## config.mk

```make
export PLATFORM = sky130hd
export DESIGN_NAME = dof_div_cell
export DESIGN_NICKNAME = d
export VERILOG_FILES = /design/src/dof_div_cell.sv
export SDC_FILE = /design/constraint.sdc
export NUM_CORES = 1
export LEC_CHECK = 0
export BUFFER_PORTS_ARGS = -buffer_cell sky130_fd_sc_hd__buf_4
export CAP_MARGIN = 0
export CORE_UTILIZATION = 44
export CTS_BUF_LIST = sky130_fd_sc_hd__clkbuf_16
export CTS_CLUSTER_DIAMETER = 100
export CTS_CLUSTER_SIZE = 28
export DETAILED_ROUTE_END_ITERATION = 16
export PLACE_DENSITY = 0.78
export SYNTH_ARGS = -nofsm -noshare
export SYNTH_HDL_FRONTEND = slang
export SYNTH_SLANG_ARGS = --single-unit
```

## constraint.sdc

```tcl
create_clock -name clock -period 3.97 [get_ports clock]
set_input_delay 0.794 -clock clock [delete_from_list [all_inputs] [get_ports clock]]
set_output_delay 0.794 -clock clock [all_outputs]
set_load 0.02 [all_outputs]
```

## src/dof_div_cell.sv

```systemverilog
// ---------------------------------------------------------------------------
// dof_div_cell: one restoring-division step with a pipeline register
// Shifts one dividend bit into the partial remainder, subtracts the divisor
// when it fits and shifts the quotient bit in. Divisor and sideband ride
// along. Holds its word while the next cell is stalled.
// ---------------------------------------------------------------------------
module dof_div_cell #(
   parameter int RW = 32,
   parameter int NW = 48,
   parameter int SW = 8
) (
   input  logic          clock,
   input  logic          reset,
   input  logic          in_valid,
   output logic          in_ready,
   input  logic [RW-1:0] in_rem,
   input  logic [NW-1:0] in_dq,
   input  logic [RW-1:0] in_dvs,
   input  logic [SW-1:0] in_side,
   output logic          out_valid,
   input  logic          out_ready,
   output logic [RW-1:0] out_rem,
   output logic [NW-1:0] out_dq,
   output logic [RW-1:0] out_dvs,
   output logic [SW-1:0] out_side
);

   logic          valid_ff;
   logic [RW-1:0] rem_ff, rem_in;
   logic [NW-1:0] dq_ff, dq_in;
   logic [RW-1:0] dvs_ff;
   logic [SW-1:0] side_ff;
   logic [RW:0]   trial;
   logic          fits;

   // trial subtract
   always_comb begin
      trial  = {in_rem, in_dq[NW-1]};
      fits   = trial >= {1'b0, in_dvs};
      rem_in = fits ? RW'(trial - {1'b0, in_dvs}) : trial[RW-1:0];
      dq_in  = {in_dq[NW-2:0], fits};
   end

   assign in_ready = !valid_ff || out_ready;

   always_ff @(posedge clock) begin
      if (reset) begin
         valid_ff <= 1'b0;
      end else if (in_ready) begin
         valid_ff <= in_valid;
      end
   end

   always_ff @(posedge clock) begin
      if (in_ready && in_valid) begin
         rem_ff  <= rem_in;
         dq_ff   <= dq_in;
         dvs_ff  <= in_dvs;
         side_ff <= in_side;
      end
   end

   assign out_valid = valid_ff;
   assign out_rem   = rem_ff;
   assign out_dq    = dq_ff;
   assign out_dvs   = dvs_ff;
   assign out_side  = side_ff;

endmodule

```

* Word-level counts from Yosys, hierarchy flattened *
Cells that the tools add are included.

word-level totals
  register bits after elaboration = 121
  bits in latches = 0
  RAM bits = 0
  bits in read-only memories = 0
  output and inout bits = 122
  logic and storage cells = 11
  memories kept = 0

cells by class
  add/sub/neg operators = 1
  $mul = 0
  divide/modulo/power cells = 0
  magnitude comparators = 1
  eq/ne operators = 0
  shifts and indexed selects = 0
  mux-type cells = 1
  bitwise logic cells = 0
  reductions and logical operators = 3

operators with widths
  kind               count
  $ge 33x32->1       1
  $mux 32            1
  $sub 32x32->32     1
  $logic_and 1x1->1  1
  $logic_not 1->1    1
  $logic_or 1x1->1   1

* Longest topological paths before layout *
  depth after elaboration = 3
  depth in mapped cells = 13

* Least setup slack after synthesis *
No wires, ideal clock.

  kind = input to register
  from = input out_ready
  to = register dq_ff[0], in the netlist out_dq[0], enable pin
  setup time = 0.493 ns
  data arrival time = 3.857 ns
  setup slack = -0.379 ns
  stages = 2
  cell sequence = nand2b_1 and2_1

between the ends
  cells in the longest elaborated chain, start to end = 2

ends and longest elaborated chain
  item                  line  text
  from (decl)           21    input logic out_ready,
  $logic_or 1x1->1      44    assign in_ready = !valid_ff || out_ready;
  $logic_and 1x1->1     55    if (in_ready && in_valid) begin
  to (signal assigned)  57    dq_ff <= dq_in;
  to (decl)             30    logic [NW-1:0] dq_ff, dq_in;

No other way between the ends.
A chain may end at the register's enable or synchronous reset.

* Worst setup path in the final report *
  from = input in_dq[47]
  to = register rem_ff[30], in the netlist out_rem[30], data pin

between the ends
  cells in the longest elaborated chain, start to end = 2

ends and longest elaborated chain
  item                                                   line    text
  from (decl)                                            17      input logic [NW-1:0] in_dq,
  $sub 32x32->32 / $ge 33x32->1 (equally long branches)  40, 39
  $mux 32 *                                              40      rem_in = fits ? RW'(trial - {1'b0, in_dvs}) : trial[RW-1:0];
  named net rem_in[30]                                   29      logic [RW-1:0] rem_ff, rem_in;
  to (signal assigned)                                   56      rem_ff <= rem_in;
  to (decl)                                              29

Mark *: on every way through the listed nets, which the timed path passes. The rest lies on a longest branch.

==> flow_summary.toml <==
[floorplan]
start_util_pct = 45.7
coreArea_um2 = 12800
rows = 41
die_x_um = 117
die_y_um = 117
dieArea_um2 = 13700
ios = 246

[cts]
cts_tree = "built"
clkSinkCount = 121
cts_hold_buf = 0
worstSkewPairLatency_ps = 410
h-tree-depth = 4
cts_setup_buffers = 0
cts_buffer_depth = 2
cts_resized = 0
clk_pin_slew_ps = 60
root_buffer = "clkbuf_16"
numCtsBuffers = 17

[placement]
dp_hpwl_mm = 11.9
place_congestion = 0.949
io_buffers = 245
placed_area_um2 = 7950
place_inst = 884

[flow_run]
maxCapViolCount = 0

[layout]
diodes = 0
layout_common_cells = "buf_4, edfxtp_1, a21oi_1, inv_1, nor2_1"
final_common_cell = "buf_4"
final_area_um2 = 8560
finalNetCount = 888
seq_area_um2 = 3620
fin_util_pct = 67.0
area_growth_pct = 46.7
finalNonFillerCells = 916
drive_above_1_share_pct = 40.6
multi_input_area_um2 = 1990
fillers = 947

[synthesis]
synth_area_um2 = 5830
synth_cells = 466
ys_warn_count = 0
synth_ff_type = "edfxtp_1"
synth-async-reset-ratio_pct = 0
seq_area_frac_synth_pct = 62.1
synth_enable_flop_cells = 120
syn_nets = 623
synth_seq_cells = 121
syn_area_per_cell_um2 = 12.5
ys_types = 48

[grt]
antenna_found_initial = 0
grt.total_usage_pct = 22.5
grt_start_max_net_pins = 72
grt_pass1_wl_mm = 22.7
grt_pass1_vias = 4529
grt_overflow = 0

[timing]
setup-tns-final_ps = 0
fin_hold_ws_ps = 532
rsz0062_at_grt = "no"
fin_skew_ps = 6.99
period_share_pct = 89.3
setup_viol = 0
tightest_slew_ps = 862
fmax_ghz = 0.282
slew_headroom_pct = 42.5
hold_viol = 0
finalMaxSlewViolations = 0
post-route-min-period_ps = 3550

[routing]
first_pass_iters = 5
post_drt_wl_per_cell_um = 16.8
vias_per_cell = 5.13
ant_nets = 0
post-route-drc-count = 0
via_count = 4701
routed_wl_mm = 15.4
first_iter_violations = 371

[status]
outcome = "finished clean"

[setup_path]
cp.required_ps = 4130
arrival_ps = 3700
cp_common_cell = "a21oi_1"
path_class = "input pin to flop"
cp_slowest_cell = "fa_1"
worst_path_largest_cell_delay_ps = 410
worstPathMaxFanout = 3
worstSetupStartpointType = "input pin"
path_cells = "buf_4, inv_1, ha_1, fa_1, nand2b_1, a21oi_1, o2111ai_1, o311a_1, a21oi_1, a21oi_1, o41ai_1, xor2_1, mux2_1"
endpoint_kind = "flop"

[power_and_ir_drop]
pwr_density_cell_nw_per_um2 = 464
p_leak_nw = 3.79
ir_drop_mv = 0.197

[worst_hold_path]
hold_class = "input pin to flop"
## metal layers
layer / vias up / track usage [%] / share of wire (%)
li1: 2257 / - / -
met1: 2190 / 25.0 / 37
met2: 230 / 39.3 / 52
met3: 24 / 7.98 / 9.1
met4: 0 / 9.28 / 2.0
met5: - / 0 / 0
## cell type report
type	instances	share of cell area, %
sequential	121	42.3
multi-input combinational	291	23.3
inverter	39	1.71
timing repair buffer	261	23.0
clock buffer	17	4.97
clock inverter	15	2.15
tap	172	2.51
## metrics by stage
stage	power, mW	setup WS [ps]
2_1_floorplan	2.05	340
3_3_place_gp	2.39	194
3_5_place_dp	2.41	18.0
4_1_cts	4.01	454
5_1_grt	4.13	303
6_report	3.97	425
## worst max-delay path, delay by kind of cell
kind                     cells  cell delay (ps)
adder cells (fa/ha/maj)      2              620
buffers and inverters        2              120
multiplexers                 1              310
AND/OR/NAND/NOR              1              190
XOR/XNOR                     1              120
AO/OA/AOI/OAI                6             1550
## logic make-up after synthesis
group	after synthesis	share of synthesized area [%]
AND/OR/NAND/NOR	100	7.79
flip-flops	121	62.1
AO/OA/AOI/OAI	119	12.8
buffers and inverters	54	3.75
multiplexers	12	2.27
adder cells (fa/ha/maj)	33	7.21
XOR/XNOR	27	4.05
## synthesized netlist by cell type (2+ instances only)
library cell	count	area [um^2]
o41ai_1	2	17.5
o21ai_0	15	75.1
a211o_1	2	17.5
xnor2_1	15	131
xor2_1	12	105
nor2_1	37	139
a211oi_1	3	22.5
a21o_1	13	97.6
nand2_1	28	105
clkbuf_1	8	30.0
nor3_1	2	10.0
ha_1	32	400
edfxtp_1	120	3600
mux2_1	4	45.0
nor2b_1	2	12.5
and2_1	3	18.8
o22ai_1	2	12.5
inv_1	39	146
nand3_1	8	40.0
buf_4	3	22.5
mux2i_1	2	20.0
o211ai_1	4	30.0
o21bai_1	3	22.5
buf_2	4	20.0
a31oi_1	2	12.5
o21a_1	6	45.0
nand2b_1	5	31.3
nor4_1	4	25.0
mux2_2	6	67.6
a21oi_1	56	280
nand4_1	7	43.8
## sequential cells by signal, summed over array words and instances, names as in the netlist
register and count:
out_valid 1, out_rem 32, out_dvs 32, out_side 8
out_dq 48
## power breakdown
group | internal (mW) | total [mW] | switching [mW]
registers | 1.54 | 1.57 | 0.0280
clock network | 1.04 | 1.59 | 0.547
logic | 0.370 | 0.820 | 0.450
## path summary, 6_finish.rpt
path / start / endpoint / slack [ps] / depth (start not counted)
max: in_dq[47] / out_rem[30] / 420 / 13
max reg2reg: out_valid / out_dq[15] / 2310 / 3
min: reset / out_valid / 530 / 2
min reg2reg: out_valid / out_valid / 530 / 2
Note: power is estimated with default switching activity, not from simulation.
